<file path="src/tsc_pkg.sv">
`timescale 1ns / 1ps
// ----------------------------------------------------------------------------
// tsc_pkg: shared types and constants of the timed relay shade controller
// Shade count, timer width, command and mode codes, the step tables of the
// two limit-setting programs and the write port type of the shade timer bank.
// ----------------------------------------------------------------------------
package tsc_pkg;

  // sizing
  localparam int SHADES     = 8;
  localparam int BITS_EACH  = 3;
  localparam int TIMER_BITS = 20;
  localparam int IDX_W      = (SHADES > 1) ? $clog2(SHADES) : 1;
  localparam int RELAY_W    = SHADES * BITS_EACH;
  localparam int CFG_MS_W   = 20;
  localparam int DMS_W      = 20;

  // largest timer value, one bit wider so a 32-bit timer still fits
  localparam logic [32:0] TIMER_MAX = (33'd1 << TIMER_BITS) - 33'd1;

  // relay bits inside a shade group
  localparam logic [BITS_EACH-1:0] UP_BIT   = 3'b001;
  localparam logic [BITS_EACH-1:0] STOP_BIT = 3'b010;
  localparam logic [BITS_EACH-1:0] DOWN_BIT = 3'b100;
  localparam logic [BITS_EACH-1:0] ALL_BITS = 3'b111;

  // command codes
  localparam logic [2:0] CMD_UP        = 3'd0;
  localparam logic [2:0] CMD_STOP      = 3'd1;
  localparam logic [2:0] CMD_DOWN      = 3'd2;
  localparam logic [2:0] CMD_UPLIMIT   = 3'd3;
  localparam logic [2:0] CMD_DOWNLIMIT = 3'd4;
  localparam logic [2:0] CMD_FAVOURITE = 3'd5;
  localparam logic [2:0] CMD_RESETMEM  = 3'd6;
  localparam logic [2:0] CMD_REVERSE   = 3'd7;

  // duration modes
  localparam logic [1:0] MODE_ON    = 2'd0;
  localparam logic [1:0] MODE_OFF   = 2'd1;
  localparam logic [1:0] MODE_PULSE = 2'd2;
  localparam logic [1:0] MODE_MS    = 2'd3;

  // input kinds
  localparam logic KIND_TICK = 1'b0;
  localparam logic KIND_CMD  = 1'b1;

  // register indexes
  localparam logic [1:0] REG_SHADES = 2'd0;
  localparam logic [1:0] REG_MAX_ON = 2'd1;
  localparam logic [1:0] REG_PULSE  = 2'd2;

  // fixed durations in milliseconds
  localparam logic [31:0] FIXED_STOP_MS  = 32'd7000;
  localparam logic [31:0] FIXED_RESET_MS = 32'd15000;

  // timer bank operations
  typedef enum logic [1:0] {
    BK_NOP,
    BK_INC,
    BK_LOAD
  } bank_op_e;

  // timer bank write request
  typedef struct packed {
    bank_op_e               op;
    logic [IDX_W-1:0]       idx;
    logic [TIMER_BITS-1:0]  timeout;
  } bank_wr_t;

  // timer bank status of the addressed shade
  typedef struct packed {
    logic active;
    logic reached;
  } bank_stat_t;

  // one step of a limit-setting program
  typedef struct packed {
    logic [BITS_EACH-1:0]  mask;
    logic                  on;
    logic [TIMER_BITS-1:0] ms;
  } step_t;

  // clamp a duration to the timer range
  function automatic logic [TIMER_BITS-1:0] timer_sat(input logic [31:0] v);
    logic [32:0] w;
    begin
      w = {1'b0, v};
      if (w > TIMER_MAX) begin
        timer_sat = TIMER_MAX[TIMER_BITS-1:0];
      end else begin
        timer_sat = w[TIMER_BITS-1:0];
      end
    end
  endfunction

  // program length: up-limit has two steps, down-limit four
  function automatic logic [2:0] prog_len(input logic sel);
    begin
      prog_len = sel ? 3'd4 : 3'd2;
    end
  endfunction

  // step table of both programs
  function automatic step_t prog_step(input logic sel, input logic [1:0] idx);
    step_t s;
    begin
      s.mask = STOP_BIT;
      s.on   = 1'b1;
      s.ms   = timer_sat(32'd500);
      if (!sel) begin
        case (idx[0])
          1'b0: begin
            s.mask = DOWN_BIT | STOP_BIT;
            s.ms   = timer_sat(32'd1500);
          end
          default: begin
            s.mask = STOP_BIT;
            s.ms   = timer_sat(32'd500);
          end
        endcase
      end else begin
        case (idx)
          2'd0: begin
            s.mask = UP_BIT | STOP_BIT;
            s.ms   = timer_sat(32'd1500);
          end
          2'd1: begin
            s.mask = STOP_BIT;
            s.ms   = timer_sat(32'd500);
          end
          2'd2: begin
            s.mask = STOP_BIT;
            s.on   = 1'b0;
            s.ms   = timer_sat(32'd2000);
          end
          default: begin
            s.mask = STOP_BIT;
            s.ms   = timer_sat(32'd7000);
          end
        endcase
      end
      prog_step = s;
    end
  endfunction

endpackage

</file>
<file path="src/tsc_shade_bank.sv">
`timescale 1ns / 1ps
// ----------------------------------------------------------------------------
// tsc_shade_bank: per-shade elapsed and timeout counters
// Holds the two timer arrays and the one shared compare and increment unit
// that the sequencer points at a shade each cycle.
// ----------------------------------------------------------------------------
module tsc_shade_bank (
  input  logic                      clk_i,
  input  logic                      rst_ni,
  input  logic [tsc_pkg::IDX_W-1:0] rd_idx_i,
  input  tsc_pkg::bank_wr_t         wr_i,
  output tsc_pkg::bank_stat_t       stat_o,
  output logic [tsc_pkg::SHADES-1:0] busy_o
);

  logic [tsc_pkg::TIMER_BITS-1:0] elapsed_q [tsc_pkg::SHADES];
  logic [tsc_pkg::TIMER_BITS-1:0] timeout_q [tsc_pkg::SHADES];
  logic [tsc_pkg::TIMER_BITS-1:0] rd_elapsed;
  logic [tsc_pkg::TIMER_BITS-1:0] rd_timeout;
  logic [tsc_pkg::TIMER_BITS-1:0] elapsed_inc;

  // shared compare and increment on the addressed shade
  always_comb begin
    rd_elapsed     = elapsed_q[rd_idx_i];
    rd_timeout     = timeout_q[rd_idx_i];
    stat_o.active  = (rd_timeout != '0);
    stat_o.reached = (rd_elapsed >= rd_timeout);
    elapsed_inc    = rd_elapsed + tsc_pkg::TIMER_BITS'(1);
  end

  // busy flags of all shades
  always_comb begin
    for (int k = 0; k < tsc_pkg::SHADES; k++) begin
      busy_o[k] = (timeout_q[k] != '0);
    end
  end

  // timer update, one shade per cycle
  always_ff @(posedge clk_i or negedge rst_ni) begin
    if (!rst_ni) begin
      for (int k = 0; k < tsc_pkg::SHADES; k++) begin
        elapsed_q[k] <= '0;
        timeout_q[k] <= '0;
      end
    end else begin
      case (wr_i.op)
        tsc_pkg::BK_INC: begin
          elapsed_q[rd_idx_i] <= elapsed_inc;
        end
        tsc_pkg::BK_LOAD: begin
          elapsed_q[wr_i.idx] <= '0;
          timeout_q[wr_i.idx] <= wr_i.timeout;
        end
        default: begin
        end
      endcase
    end
  end

endmodule

</file>
<file path="src/timed_relay_shade_controller_unit.sv">
`timescale 1ns / 1ps
// ----------------------------------------------------------------------------
// timed_relay_shade_controller_unit: timed relay control of window shades
// Commands drive the up, stop and down relays of one shade for a duration;
// millisecond ticks age the timers and advance the limit-setting programs.
//
//  channel   dir  handshake              payload
//  s_axis    in   tvalid/tready          tdata: index, command, mode, ms
//                                        tuser: kind
//  m_axis    out  tvalid/tready          tdata: relays, busy, accepted, seq
//  apb       in   psel/penable/pready    three 32-bit registers at 0, 4, 8
//
// A command is latched on acceptance, executed in ST_CMD and its result loaded
// in ST_DONE; a tick walks the shades one per cycle through the single timer
// compare and increment unit, then loads its result in ST_DONE.
// Reset clears all relays, timers and the program; registers reload defaults.
// s_axis_tready is low while an item is in work; a stalled result holds in
// the output register while the next item is already taken.
// ----------------------------------------------------------------------------
module timed_relay_shade_controller_unit (
  input  logic        clk_i,
  input  logic        rst_ni,
  // input stream
  input  logic        s_axis_tvalid,
  output logic        s_axis_tready,
  input  logic [31:0] s_axis_tdata,   // [2:0] shade_index, [5:3] command,
                                      // [7:6] duration_mode, [27:8] duration_ms
  input  logic        s_axis_tuser,   // [0] kind
  // result stream
  output logic        m_axis_tvalid,
  input  logic        m_axis_tready,
  output logic [39:0] m_axis_tdata,   // [23:0] control_bits, [31:24] busy_mask,
                                      // [32] accepted, [33] sequence_active
  // configuration
  input  logic        psel,
  input  logic        penable,
  input  logic        pwrite,
  input  logic [3:0]  paddr,
  input  logic [31:0] pwdata,
  output logic [31:0] prdata,
  output logic        pready
);

  localparam logic [1:0] ST_IDLE = 2'd0;
  localparam logic [1:0] ST_CMD  = 2'd1;
  localparam logic [1:0] ST_SCAN = 2'd2;
  localparam logic [1:0] ST_DONE = 2'd3;

  localparam logic [tsc_pkg::IDX_W-1:0] LAST_IDX = tsc_pkg::IDX_W'(tsc_pkg::SHADES - 1);

  // configuration registers
  logic [3:0]                   shades_q;
  logic [tsc_pkg::CFG_MS_W-1:0] max_on_q;
  logic [tsc_pkg::CFG_MS_W-1:0] pulse_q;

  // sequencer and latched command
  logic [1:0]                state_q, state_d;
  logic [tsc_pkg::IDX_W-1:0] scan_q, scan_d;
  logic                      halt_q, halt_d;
  logic [2:0]                cmd_idx_q, cmd_idx_d;
  logic [2:0]                cmd_op_q, cmd_op_d;
  logic [1:0]                cmd_mode_q, cmd_mode_d;
  logic [tsc_pkg::DMS_W-1:0] cmd_dms_q, cmd_dms_d;
  logic                      acc_q, acc_d;

  // relay word and program state
  logic [tsc_pkg::RELAY_W-1:0] relay_q, relay_d;
  logic                        prog_running_q, prog_running_d;
  logic [tsc_pkg::IDX_W-1:0]   prog_shade_q, prog_shade_d;
  logic                        prog_select_q, prog_select_d;
  logic [1:0]                  prog_step_q, prog_step_d;

  // result register
  logic        m_tvalid_q, m_tvalid_d;
  logic [39:0] m_tdata_q, m_tdata_d;

  // timer bank connection
  tsc_pkg::bank_wr_t          bank_wr;
  tsc_pkg::bank_stat_t        bank_stat;
  logic [tsc_pkg::SHADES-1:0] busy;

  // relay group update
  logic                         grp_we;
  logic [tsc_pkg::IDX_W-1:0]    grp_idx;
  logic [tsc_pkg::BITS_EACH-1:0] grp_val;

  logic cfg_we;

  tsc_shade_bank u_bank (
    .clk_i    (clk_i),
    .rst_ni   (rst_ni),
    .rd_idx_i (scan_q),
    .wr_i     (bank_wr),
    .stat_o   (bank_stat),
    .busy_o   (busy)
  );

  // configuration port
  assign pready = 1'b1;
  assign cfg_we = psel && penable && pwrite;

  always_comb begin
    case (paddr[3:2])
      tsc_pkg::REG_SHADES: prdata = {28'd0, shades_q};
      tsc_pkg::REG_MAX_ON: prdata = {12'd0, max_on_q};
      tsc_pkg::REG_PULSE:  prdata = {12'd0, pulse_q};
      default:             prdata = '0;
    endcase
  end

  always_ff @(posedge clk_i or negedge rst_ni) begin
    if (!rst_ni) begin
      shades_q <= 4'd8;
      max_on_q <= 20'd60000;
      pulse_q  <= 20'd500;
    end else if (cfg_we) begin
      case (paddr[3:2])
        tsc_pkg::REG_SHADES: shades_q <= pwdata[3:0];
        tsc_pkg::REG_MAX_ON: max_on_q <= pwdata[19:0];
        tsc_pkg::REG_PULSE:  pulse_q  <= pwdata[19:0];
        default: begin
        end
      endcase
    end
  end

  // handshake outputs
  assign s_axis_tready = (state_q == ST_IDLE);
  assign m_axis_tvalid = m_tvalid_q;
  assign m_axis_tdata  = m_tdata_q;

  // sequencer
  always_comb begin
    tsc_pkg::step_t            st;
    logic [tsc_pkg::TIMER_BITS-1:0] ms;
    logic                      on;
    logic [tsc_pkg::BITS_EACH-1:0] mask;
    logic [2:0]                step_nx;
    logic                      in_range;
    logic                      sel_new;

    state_d        = state_q;
    scan_d         = scan_q;
    halt_d         = halt_q;
    cmd_idx_d      = cmd_idx_q;
    cmd_op_d       = cmd_op_q;
    cmd_mode_d     = cmd_mode_q;
    cmd_dms_d      = cmd_dms_q;
    acc_d          = acc_q;
    relay_d        = relay_q;
    prog_running_d = prog_running_q;
    prog_shade_d   = prog_shade_q;
    prog_select_d  = prog_select_q;
    prog_step_d    = prog_step_q;
    m_tvalid_d     = m_tvalid_q;
    m_tdata_d      = m_tdata_q;
    bank_wr.op      = tsc_pkg::BK_NOP;
    bank_wr.idx     = scan_q;
    bank_wr.timeout = '0;
    grp_we  = 1'b0;
    grp_idx = scan_q;
    grp_val = '0;
    st       = tsc_pkg::prog_step(1'b0, 2'd0);
    ms       = '0;
    on       = 1'b1;
    mask     = tsc_pkg::STOP_BIT;
    step_nx  = {1'b0, prog_step_q} + 3'd1;
    in_range = 1'b0;
    sel_new  = 1'b0;

    // result leaves the output register
    if (m_tvalid_q && m_axis_tready) begin
      m_tvalid_d = 1'b0;
    end

    case (state_q)
      ST_IDLE: begin
        if (s_axis_tvalid) begin
          cmd_idx_d  = s_axis_tdata[2:0];
          cmd_op_d   = s_axis_tdata[5:3];
          cmd_mode_d = s_axis_tdata[7:6];
          cmd_dms_d  = s_axis_tdata[27:8];
          acc_d      = 1'b1;
          scan_d     = '0;
          halt_d     = 1'b0;
          state_d    = (s_axis_tuser == tsc_pkg::KIND_CMD) ? ST_CMD : ST_SCAN;
        end
      end

      ST_CMD: begin
        in_range = ({1'b0, cmd_idx_q} < shades_q) && (32'(cmd_idx_q) < tsc_pkg::SHADES);
        acc_d    = in_range;
        // duration from the mode
        case (cmd_mode_q)
          tsc_pkg::MODE_ON:    ms = tsc_pkg::timer_sat(32'(max_on_q));
          tsc_pkg::MODE_OFF: begin
            on = 1'b0;
            ms = '0;
          end
          tsc_pkg::MODE_PULSE: ms = tsc_pkg::timer_sat(32'(pulse_q));
          default:             ms = tsc_pkg::timer_sat(32'(cmd_dms_q));
        endcase
        // relay mask and fixed durations
        case (cmd_op_q)
          tsc_pkg::CMD_UP:   mask = tsc_pkg::UP_BIT;
          tsc_pkg::CMD_STOP: mask = tsc_pkg::STOP_BIT;
          tsc_pkg::CMD_DOWN: mask = tsc_pkg::DOWN_BIT;
          tsc_pkg::CMD_RESETMEM: begin
            mask = tsc_pkg::ALL_BITS;
            ms   = tsc_pkg::timer_sat(tsc_pkg::FIXED_RESET_MS);
          end
          tsc_pkg::CMD_FAVOURITE, tsc_pkg::CMD_REVERSE: begin
            mask = tsc_pkg::STOP_BIT;
            ms   = tsc_pkg::timer_sat(tsc_pkg::FIXED_STOP_MS);
          end
          default: mask = tsc_pkg::STOP_BIT;
        endcase
        if (in_range) begin
          if (cmd_op_q == tsc_pkg::CMD_UPLIMIT || cmd_op_q == tsc_pkg::CMD_DOWNLIMIT) begin
            // start a program unless one already runs
            if (!prog_running_q) begin
              sel_new         = (cmd_op_q == tsc_pkg::CMD_DOWNLIMIT);
              st              = tsc_pkg::prog_step(sel_new, 2'd0);
              prog_running_d  = 1'b1;
              prog_shade_d    = tsc_pkg::IDX_W'(cmd_idx_q);
              prog_select_d   = sel_new;
              prog_step_d     = 2'd0;
              bank_wr.op      = tsc_pkg::BK_LOAD;
              bank_wr.idx     = tsc_pkg::IDX_W'(cmd_idx_q);
              bank_wr.timeout = st.ms;
              grp_we          = 1'b1;
              grp_idx         = tsc_pkg::IDX_W'(cmd_idx_q);
              grp_val         = st.on ? st.mask : '0;
            end
          end else begin
            bank_wr.op      = tsc_pkg::BK_LOAD;
            bank_wr.idx     = tsc_pkg::IDX_W'(cmd_idx_q);
            bank_wr.timeout = ms;
            grp_we          = 1'b1;
            grp_idx         = tsc_pkg::IDX_W'(cmd_idx_q);
            grp_val         = on ? mask : '0;
          end
        end
        state_d = ST_DONE;
      end

      ST_SCAN: begin
        if (bank_stat.active) begin
          if (!bank_stat.reached) begin
            bank_wr.op = tsc_pkg::BK_INC;
          end else if (!halt_q) begin
            // expired shade: clear it
            bank_wr.op      = tsc_pkg::BK_LOAD;
            bank_wr.timeout = '0;
            grp_we          = 1'b1;
            grp_val         = '0;
            // program shade expired: advance the program, later shades wait
            if (prog_running_q && scan_q == prog_shade_q) begin
              halt_d = 1'b1;
              if (step_nx >= tsc_pkg::prog_len(prog_select_q)) begin
                prog_running_d = 1'b0;
                prog_step_d    = 2'd0;
              end else begin
                st              = tsc_pkg::prog_step(prog_select_q, step_nx[1:0]);
                prog_step_d     = step_nx[1:0];
                bank_wr.timeout = st.ms;
                grp_val         = st.on ? st.mask : '0;
              end
            end
          end
        end
        if (scan_q == LAST_IDX) begin
          state_d = ST_DONE;
        end else begin
          scan_d = scan_q + tsc_pkg::IDX_W'(1);
        end
      end

      ST_DONE: begin
        if (!m_tvalid_q || m_axis_tready) begin
          m_tvalid_d = 1'b1;
          m_tdata_d  = {6'd0, prog_running_q, acc_q, 8'(busy), 24'(relay_q)};
          state_d    = ST_IDLE;
        end
      end

      default: state_d = ST_IDLE;
    endcase

    // relay group write
    if (grp_we) begin
      relay_d[grp_idx*tsc_pkg::BITS_EACH +: tsc_pkg::BITS_EACH] = grp_val;
    end
  end

  // control state
  always_ff @(posedge clk_i or negedge rst_ni) begin
    if (!rst_ni) begin
      state_q        <= ST_IDLE;
      scan_q         <= '0;
      halt_q         <= 1'b0;
      acc_q          <= 1'b1;
      relay_q        <= '0;
      prog_running_q <= 1'b0;
      prog_shade_q   <= '0;
      prog_select_q  <= 1'b0;
      prog_step_q    <= 2'd0;
      m_tvalid_q     <= 1'b0;
    end else begin
      state_q        <= state_d;
      scan_q         <= scan_d;
      halt_q         <= halt_d;
      acc_q          <= acc_d;
      relay_q        <= relay_d;
      prog_running_q <= prog_running_d;
      prog_shade_q   <= prog_shade_d;
      prog_select_q  <= prog_select_d;
      prog_step_q    <= prog_step_d;
      m_tvalid_q     <= m_tvalid_d;
    end
  end

  // payload registers
  always_ff @(posedge clk_i) begin
    cmd_idx_q  <= cmd_idx_d;
    cmd_op_q   <= cmd_op_d;
    cmd_mode_q <= cmd_mode_d;
    cmd_dms_q  <= cmd_dms_d;
    m_tdata_q  <= m_tdata_d;
  end

  // program step stays zero while no program runs
  a_step_idle: assert property (@(posedge clk_i) disable iff (!rst_ni)
    !prog_running_q |-> prog_step_q == 2'd0)
    else $error("program step nonzero while idle");

  // up-limit program never goes past its second step
  a_step_up: assert property (@(posedge clk_i) disable iff (!rst_ni)
    prog_running_q && !prog_select_q |-> !prog_step_q[1])
    else $error("up-limit program step out of range");

  // an accepted transaction blocks the input on the next cycle
  a_busy_after_accept: assert property (@(posedge clk_i) disable iff (!rst_ni)
    s_axis_tvalid && s_axis_tready |=> !s_axis_tready)
    else $error("input ready right after accept");

  // tick scan visits every shade before finishing
  a_scan_runs: assert property (@(posedge clk_i) disable iff (!rst_ni)
    state_q == ST_SCAN && scan_q != LAST_IDX |=> state_q == ST_SCAN)
    else $error("tick scan ended early");

endmodule
</file>
<file path="config.mk">
export PLATFORM = sky130hd
export DESIGN_NAME = timed_relay_shade_controller_unit
export DESIGN_NICKNAME = d
export VERILOG_FILES = /design/src/tsc_pkg.sv /design/src/tsc_shade_bank.sv /design/src/timed_relay_shade_controller_unit.sv
export SDC_FILE = /design/constraint.sdc
export NUM_CORES = 1
export LEC_CHECK = 0
export ABC_AREA = 1
export BUFFER_PORTS_ARGS = -buffer_cell sky130_fd_sc_hd__buf_2
export CORE_ASPECT_RATIO = 0.75
export CORE_MARGIN = 2
export CORE_UTILIZATION = 50
export CTS_CLUSTER_DIAMETER = 30
export DETAILED_ROUTE_END_ITERATION = 10
export HOLD_SLACK_MARGIN = 0.02
export PLACE_DENSITY_LB_ADDON = 0.3
export SLEW_MARGIN = 20
export SYNTH_ARGS = -nofsm -noshare
export SYNTH_HDL_FRONTEND = slang
export SYNTH_SLANG_ARGS = --single-unit
</file>
<file path="constraint.sdc">
create_clock -name clk_i -period 10.6 [get_ports clk_i]
set_input_delay 1.59 -clock clk_i [delete_from_list [all_inputs] [get_ports clk_i]]
set_output_delay 1.59 -clock clk_i [all_outputs]
set_load 0.005 [all_outputs]
</file>
# [Word level (Yosys, flattened, before mapping)]
# Index checks and enable logic that the tools add are counted.
[classes] magnitude_cmp=7 addsub=4 multipliers=1 bitwise_logic=5 n_reduce_logical=40 shifts=2 n_eq_ne=31 muxes=108
[op_table] operator="bitwise mux 160 bit" count=2
[op_table] operator="one-hot mux 160 bit (2 select lines)" count=1
[op_table] operator="nonzero test 20 bit" count=9
[op_table] operator="AND 160 bit" count=1
[op_table] operator="NOT 160 bit" count=1
[op_table] operator="binary-select mux 20 bit (select 3 bit)" count=2
[op_table] operator="demux 20 bit (select 3 bit)" count=2
[op_table] operator="two-way mux 20 bit" count=6
[op_table] operator="one-hot mux 20 bit (3 select lines)" count=2
[op_table] operator="one-hot mux 20 bit (2 select lines)" count=2
[op_table] operator="two-way mux 13 bit" count=6
[op_table] operator="two-way mux 25 bit" count=3
[op_table] operator="two-way mux 3 bit" count=21
[op_table] operator="one-hot mux 13 bit (3 select lines)" count=1
[op_table] operator="negation 5 -> 34 bit" count=1
[op_table] operator="variable shift 3 x 34 -> 24 bit, first input constant" count=1
[op_table] operator="indexed part select 3 x 34 -> 24 bit" count=1
[op_table] operator="two-way mux 1 bit" count=33
[op_table] operator="two-way mux 2 bit" count=15
[op_table] operator="bitwise mux 24 bit" count=1
[op_table] operator="inequality test 2 bit, second input constant" count=12
[op_table] operator="adder 20 x 1 -> 20 bit, second input constant" count=1
[op_table] operator="greater-or-equal comparator 20 bit" count=1
[op_table] operator="AND reduction 8 bit" count=2
[op_table] operator="30 further kinds" count=71
[totals] regBits=465 inputBits=76 output_inout_bits=75

# [Longest topological paths before layout]
# Gate-level depths: netlist of the first run.
[logic_depth] word_depth=19 mapped_depth=36

# [Modules after synthesis]
# Synthesis of the first run repeated with hierarchy kept, for this count alone.
[hier_totals] cells_unflattened=2896 hier_area_um2=23665.2
[by_module_without_submodules] module="tsc_shade_bank" n_inst=1 area_per_inst_um2=16539.6 cells_each=2117
[by_module_without_submodules] module="timed_relay_shade_controller_unit" n_inst=1 area_per_inst_um2=7125.6 cells_each=779

# [Worst setup path after synthesis of the first run]
# No wires, ideal clock.
[synth_timing] path_type="register to register" start="register scan_q[2] (netlist bit)" end="register u_bank.elapsed_q[0] (netlist bit)" period_less_slack_ps=4549 arrival_ps=4411 required_time_ps=10462 path_stages_with_launch=29 n_path_buf=5 setup_slack_ps=6051 cell_sequence="dfrtp_1 inv_2 buf_1 buf_2 nor3_1 a221oi_1 nand4_1 ha_1 nand2_1 nor2_1 nand2_1 nor2_1 nand2_1 nand4_1 nand2_1 inv_1 nand2_1 nand2_2 nand2_2 inv_2 ha_1 clkbuf_1 inv_1 buf_2 nand2_1 nand2_1 inv_2 buf_1 a31oi_1"
[synth_between] elab_chain_cells=12 word_cells_on_any_way=35 classes_between="add/sub: 1; order compare: 5; eq/ne: 2; mux: 19; bitwise: 4; reduce/logical: 4"
[synth_rtl] item="start, declared" line_no="timed_relay_shade_controller_unit.sv:58" rtl="logic [tsc_pkg::IDX_W-1:0] scan_q, scan_d;"
[synth_rtl] item="start signal, assigned" line_no="timed_relay_shade_controller_unit.sv:311" rtl="scan_q <= scan_d;"
[synth_rtl] item="parallel branches: the longest is 12 deep, another holds greater-or-equal comparator 20 bit"
[synth_rtl] item="end signal, assigned by index" line_no="tsc_shade_bank.sv:48" rtl="elapsed_q[rd_idx_i] <= elapsed_inc;"
[synth_rtl] item="end, declared" line_no="tsc_shade_bank.sv:16" rtl="logic [tsc_pkg::TIMER_BITS-1:0] elapsed_q [tsc_pkg::SHADES];"
# Parallel ways; which one is timed is not known. The select of a mux whose other input is x is not followed.
# A chain may end at the register's enable or synchronous reset.

# [Worst setup path after layout of the first run]
[layout_timing] start="register scan_q[1] (netlist bit)" end="register u_bank.elapsed_q[103] (netlist bit)"
# The elaborated chain is that of the path after synthesis.

==> results of run 1 <==
## final cells by class
class | instances | area (um^2) | share of cell area
flip-flops and latches | 465 | 11970 | 0.4012
multi-input cells | 2570 | 11760 | 0.3941
clock buffers | 115 | 2412 | 0.08085
inverters | 335 | 1260 | 0.04223
well taps | 703 | 879.6 | 0.02948
repair buffers | 147 | 868.3 | 0.02910
clock inverters | 46 | 683.2 | 0.02290
diodes | 2 | 5.005 | 0.0001677
## state kept, by name, indices dropped and copies added (netlist names)
signal	cells
scan_q	3
shades_q	4
cmd_op_q	3
relay_q	24
acc_q	1
u_bank.timeout_q	160
m_axis_tvalid	1
prog_select_q	1
cmd_mode_q	2
pulse_q	20
cmd_dms_q	20
max_on_q	20
cmd_idx_q	3
prog_step_q	2
u_bank.elapsed_q	160
halt_q	1
state_q	2
prog_shade_q	3
prog_running_q	1
m_axis_tdata	34
## worst max-delay path, cell delays in order, from the launching register on
cell	delay, ns
dfrtp_2	0.81
buf_4	0.48
nand2_1	0.18
inv_1	0.50
nand3_1	0.25
nand2_1	0.12
nor2_1	0.11
ha_1	0.31
nand2_1	0.06
nor2_1	0.17
and2_1	0.15
nand4_1	0.07
nand4_1	0.30
nand2_1	0.10
inv_1	0.21
nand2_1	0.13
nand2_2	0.20
nand2_2	0.10
inv_2	0.14
ha_4	0.62
inv_1	0.67
nand2_1	0.21
nand2_1	0.41
inv_2	0.61
nor2_1	0.07
a31oi_1	0.17
## report_power, final
group,internal [mW],switching [mW],leakage (nW)
combinational,1.21,3.32,7.30
clock,1.91,0.992,1.49
sequential,2.38,0.372,5.84
total,5.50,4.68,14.6
## metrics by stage
stage               power [mW]  cells  hold WS, ns
floorplan                5.765   3577       0.4253
global placement         7.083   4220       0.4304
detailed placement       7.160   4220       0.4333
CTS                      10.09   4381       0.4481
global route             10.80   4381       0.4571
finish                   10.18   4383       0.4449
## final timing paths
check | slack [ns] | depth (start not counted) | end
max | 3.26 | 25 | u_bank.elapsed_q[103]
min | 0.44 | 0 | m_axis_tdata[18]
max reg2reg | 3.26 | 25 | u_bank.elapsed_q[103]
min reg2reg | 0.44 | 0 | m_axis_tdata[18]
max in group asynchronous | 8.15 | 2 | u_bank.timeout_q[50]
min in group asynchronous | 0.96 | 1 | u_bank.elapsed_q[102]
## Yosys cell counts (2+ instances only)
| cell type | count |
|---|---|
| o211ai_1 | 3 |
| a31oi_1 | 86 |
| o2111ai_1 | 3 |
| nand3b_1 | 2 |
| buf_4 | 38 |
| inv_2 | 9 |
| buf_1 | 26 |
| nor2_2 | 6 |
| o21ai_2 | 3 |
| o21ai_1 | 10 |
| conb_1 | 2 |
| a21oi_1 | 147 |
| clkinv_1 | 4 |
| nor3_1 | 3 |
| nand2_2 | 17 |
| a22o_1 | 2 |
| a22oi_1 | 2 |
| clkbuf_1 | 67 |
| o21ai_0 | 244 |
| dfstp_2 | 15 |
| nor2_4 | 6 |
| inv_1 | 322 |
| o221ai_1 | 5 |
| or2_2 | 4 |
| nand3_1 | 354 |
| dfrtp_1 | 388 |
| nor4_1 | 28 |
| buf_6 | 12 |
| xor2_1 | 2 |
| edfxtp_1 | 62 |
| o22ai_1 | 9 |
| nand2_1 | 1270 |
| nor2_1 | 240 |
| nand4_1 | 46 |
| a221oi_1 | 9 |
| ha_1 | 35 |
| buf_2 | 63 |
| and3_1 | 2 |
## cells by family (layout without fill, tap and decap cells)
| kind of cell | after synthesis | in the layout |
|---|---|---|
| and+or+nand+nor | 1982 | 1982 |
| buffers and inverters | 542 | 643 |
| AOI/OAI and AO/OA | 529 | 529 |
| DFF | 465 | 465 |
| adders and majority gates | 36 | 36 |
| xor gates and xnor gates | 4 | 4 |
| other | 2 | 21 |
## layer usage
layer | vias up | track usage
li1 | 11650 | -
met5 | - | 0
met3 | 159 | 0.06437
met2 | 1293 | 0.4411
met4 | 4 | 0.1128
met1 | 11490 | 0.4517
==> key figures, run 1 <==
CTS
  • CTS Root Cell: clkbuf_16
  • Clk sinks: 465
  • CTS tree: yes
  • Clk buf depth: 3
  • Cts hold-fix bufs: 0
  • CTS buffer count: 87
  • H-tree depth: 3
  • Clk Latency, worst-skew pair: 0.65 ns
  • Setup Buffers After CTS: 0
  • Clk pin slew, worst setup/hold paths: 0.06 ns
  • Post-CTS sizing: 0

Yosys
  • Simple-gate share of the synthesized area: 0.3170
  • Adder-cell share of the synthesized area: 0.01765
  • Synth Area in Compound Gates: 0.1120
  • Netlist Area Pre-Place: 25950 um^2
  • Yosys reg bits: 465
  • Multiplexer area fraction after synthesis: 0
  • Number of flops mapped to enable cells by yosys: 62
  • Post-synth cell types: 52
  • Largest family of logic cells by synthesized area: simple AND/OR/NAND/NOR gates
  • Asr flop ratio synth: 0.8667
  • Syn avg cell area: 7.290 um^2
  • Synth Area in XOR/XNOR: 0.001639
  • Area leader, netlist: dfrtp_1
  • Yosys warning total: 0
  • Sequential cell area fraction in the yosys report: 0.4611
  • Main synth FF type: dfrtp_1
  • Top cell type's share of synthesized area: 0.3741
  • Leading post-synthesis cells by cell area: dfrtp_1 37%, nand2_1 18%, edfxtp_1 7.2%
  • Cells after Synth: 3560

Critical path
  • WP data arrival: 7.89 ns
  • Critical R2R Launch: scan_q[1]
  • Worst Setup Start Kind: register
  • Worst Setup End Kind: register
  • Worst-path maximum fanout: 61
  • Crit path from: scan_q[1]
  • Worst Path Required: 11.15 ns
  • Crit Path Category: reg -> reg

Place
  • Post-DP Area: 26730 um^2
  • Worst slack, placed: 3.475 ns
  • GP Congestion: 0.9685
  • Post-DP HPWL: 52.50 mm
  • Input/output buffers: 113

Floorplan
  • Die ar.: 53760 um^2
  • Area of the core: 51440 um^2
  • Die Ht: 201.3 um
  • Die width: 267.1 um
  • Initial Util: 0.5045
  • # IOs: 151
  • FP Rows: 72

Routing
  • Met3 WL post-DR: 8.383 mm
  • Remaining antenna violation count: 0
  • Vias: 24600
  • TritonRoute pass-1 iters: 6
  • Max Used Layer: met5
  • Detailed Route Iter0 Violations: 3087
  • Met2 wire length: 35.13 mm
  • Drt wl/cell: 18.80 um
  • Drt via density: 5.612
  • Total wire length: 82.41 mm
  • Post-Route M1 WL: 36.33 mm
  • # DRC: 0

Pwr
  • Pwr/cell area: 341.0 nW/um^2
  • Worst vdd ir: 0.0003100 V
  • Leak: 14.63 nW

Global routing
  • First-pass GRT wire length: 128.5 mm
  • Vias in the first global route: 22630
  • Global-route usage over all layers: 0.3058
  • Largest net degree at the start of global routing: 185
  • Grt ovf: 0
  • Antenna violations before repair: 5

STA
  • Setup ws final: 3.261 ns
  • RSZ-0062 raised after global routing: no
  • Worst clock skew: 0.04971 ns
  • Fmax: 136.3 MHz
  • Fin. Hold Viols: 0
  • Fin crit share: 0.6924
  • Max-slew headroom at the worst pin: 0.1596
  • Final Max Tran Viols: 0
  • Minimum clock period: 7.339 ns
  • TNS Setup: 0 ns
  • Final setup fails: 0
  • Worst slew pin tran: 1.256 ns

Layout
  • Design Area, Final: 29840 um^2
  • Final net count: 3718
  • Layout area overhead: 14.98%
  • Post-layout util: 0.5801
  • Most common cell after layout, fill and taps aside: nand2_1
  • Layout cells sized above 1: 0.1017
  • Fill cell count: 4705
  • Commonest non-fill, non-tap cells in the layout: 1269 x nand2_1, 386 x dfrtp_1, 353 x nand3_1, 321 x inv_1, 244 x o21ai_0

Worst hold path
  • Worst Hold Class: reg -> reg
  • Hold Startpoint: relay_q[18]

Outcome
  • Status: completed

Run
  • Max-cap violations: 0
(Power assumes the default switching activity.)
==> inputs of run 2 (changes only) <==
Clock period 10.6 ns to 7 ns, I/O delays scaled along.
==> run 2 against run 1 <==
First-iteration DRC count fell by 3.1%. Maximum frequency rose by 10%. Non-clock buffer count rose by 6. Sequential share of layout area fell by 0.71 points. Sequential cell count did not move. Sequential power rose by 51%. Critical endpoint is now u_bank.elapsed_q[64].
==> key figures, run 2 (same netlist as run 1, synthesis figures left out) <==
Outcome
  • Status: completed

CTS
  • H-tree depth: 3 (unchanged)
  • Setup Buffers After CTS: 0 (unchanged)
  • CTS Root Cell: clkbuf_16
  • Post-CTS sizing: 0 (unchanged)
  • Clk pin slew, worst setup/hold paths: 0.05 ns (about the same)
  • CTS buffer count: 102 (+17%)
  • Clk sinks: 465 (unchanged)
  • Clk buf depth: 3 (unchanged)
  • Cts hold-fix bufs: 0 (unchanged)
  • CTS tree: yes
  • Clk Latency, worst-skew pair: 0.67 ns (+0.02 ns)

Layout
  • Final net count: 3739 (+0.56%)
  • Fill cell count: 4634 (-1.5%)
  • Layout area overhead: 17.05%
  • Most common cell after layout, fill and taps aside: nand2_1
  • Layout cells sized above 1: 0.1087 (+0.007033)
  • Commonest non-fill, non-tap cells in the layout: 1270 x nand2_1, 386 x dfrtp_1, 354 x nand3_1, 321 x inv_1, 244 x o21ai_0

Pwr
  • Pwr/cell area: 524.3 nW/um^2 (+54%)
  • Worst vdd ir: 0.0003358 V (+8.3%)
  • Leak: 14.90 nW (+1.9%)
  • Pwr Total: 15.93 mW (+57%)

STA
  • Minimum clock period: 6.645 ns (-0.6937 ns)
  • RSZ-0062 raised after global routing: no
  • Fmax: 150.5 MHz (+10%)
  • Worst slew pin tran: 1.200 ns (-0.05590 ns)
  • TNS Setup: 0 ns (unchanged)
  • Final Max Tran Viols: 0 (unchanged)
  • Final setup fails: 0 (unchanged)
  • Fin crit share: 0.9493 (+0.2570)
  • Max-slew headroom at the worst pin: 0.1980 (+0.03842)
  • Worst clock skew: 0.04943 ns (-0.0002785 ns)
  • Fin. Hold Viols: 0 (unchanged)

Global routing
  • Met3 Use GR: 0.06205 (-0.002325)
  • Met1 Use GR: 0.4462 (-0.005497)
  • Met2 usage: 0.4415 (about the same)
  • Global-route usage over all layers: 0.3044 (-0.001399)
  • Largest net degree at the start of global routing: 127 (-31%)
  • Grt ovf: 0 (unchanged)
  • Vias in the first global route: 22820 (+0.84%)
  • First-pass GRT wire length: 128.7 mm (+0.21%)
  • Layer with the highest usage: met1
  • Antenna violations before repair: 1 (-4)

Routing
  • # DRC: 0 (unchanged)
  • Drt via density: 5.616 (about the same)
  • Detailed Route Iter0 Violations: 2991 (-3.1%)
  • Vias: 24830 (+0.94%)
  • Drt wl/cell: 18.50 um (-1.6%)
  • Total wire length: 81.77 mm (-0.77%)
  • TritonRoute pass-1 iters: 6 (unchanged)
  • Remaining antenna violation count: 0 (unchanged)

Critical path
  • Worst Setup Start Kind: register
  • WP buf/inv: 5 (-1)
  • Critical path, cell by cell: inv_4, nor2_1, a221oi_1, nand4_1, ha_1, nand2_1, nor2_1, nand2_1, nor2_1, nand2_1, nand4_1, nand2_1, inv_1, nand2_1, nand2_2, nand2_2, inv_2, ha_4, inv_1, nand2_1, nand2_1, inv_2, nor2_1, a31oi_1
  • Worst Path Required: 7.54 ns (-3.61 ns)
  • Largest stage delay, worst path: 0.59 ns (-0.22 ns)
  • Slowest CP cell: inv_2
  • WP data arrival: 7.18 ns (-0.71 ns)
  • R2r setup slk: 0.35 ns (-2.91 ns)
  • Crit Path Category: reg -> reg
  • Crit-path most repeated cell: nand2_1
  • Worst-path maximum fanout: 49 (-20%)
  • CP top delay family: simple AND/OR/NAND/NOR gates
  • Worst Setup End Kind: register

Floorplan
  • # IOs: 151 (unchanged)
  • Initial Util: 0.5045 (unchanged)
  • Die Ht: 201.3 um (unchanged)
  • Area of the core: 51440 um^2 (unchanged)
  • Die ar.: 53760 um^2 (unchanged)
  • Die width: 267.1 um (unchanged)
  • FP Rows: 72 (unchanged)

Place
  • GP Congestion: 0.9562 (-1.3%)
  • Post-DP HPWL: 53.38 mm (+1.7%)
  • Input/output buffers: 113 (unchanged)

Run
  • Max-cap violations: 0 (unchanged)

Worst hold path
  • Worst Hold Class: in -> async
## run 2: path summary, 6_finish.rpt
kind,start,to,cells past startpoint
max in group asynchronous,rst_ni,state_q[0],2
max reg2reg,scan_q[0],u_bank.elapsed_q[64],24
min in group clk_i,relay_q[13],m_axis_tdata[13],0
min reg2reg,relay_q[13],m_axis_tdata[13],0
max,scan_q[0],u_bank.elapsed_q[64],24
min,rst_ni,u_bank.elapsed_q[100],1
## run 2: per-layer routing
layer / share of wire / routed length (um)
met2: 0.43 / 34880
met1: 0.43 / 35300
met5: 0 / 0
met4: 0.039 / 3165
met3: 0.10 / 8420
## run 2: stage by stage
step	worst slack [ns]	cells	instance area, um^2	hold slack, ns	util
after floorplan	2.451	3577	26020	0.4253	-
after global placement	0.8202	4226	26790	0.4299	0.5208
after detailed placement	0.7059	4226	26790	0.4326	0.5208
after CTS	0.6262	4419	30370	0.4394	0.5904
after global routing	0.05755	4419	30370	0.4504	0.5904
final	0.3546	4421	30380	0.4396	0.5905
## run 2: cell type report
type	count	area, um^2	share of cell area
inverters	335	1260	0.04148
diodes	2	5.005	0.0001648
flip-flops and latches	465	11970	0.3941
well taps	703	879.6	0.02896
repair buffers	153	938.4	0.03089
clock inverters	54	700.7	0.02307
clock buffers	139	2883	0.09490
multi-input cells	2570	11740	0.3865
## run 2: report_power, final
group | switching (mW) | internal [mW] | total (mW)
clock | 1.63 | 3.29 | 4.91
combinational | 5.02 | 1.85 | 6.86
sequential | 0.541 | 3.61 | 4.15
## run 2: worst register-to-register path: cells and delay by family (launching register included)
kind	cells	cell delay, ns
adders and majority gates	2	0.71
DFF	1	0.50
AOI/OAI and AO/OA	2	0.75
buffers and inverters	5	1.97
and+or+nand+nor	15	2.60
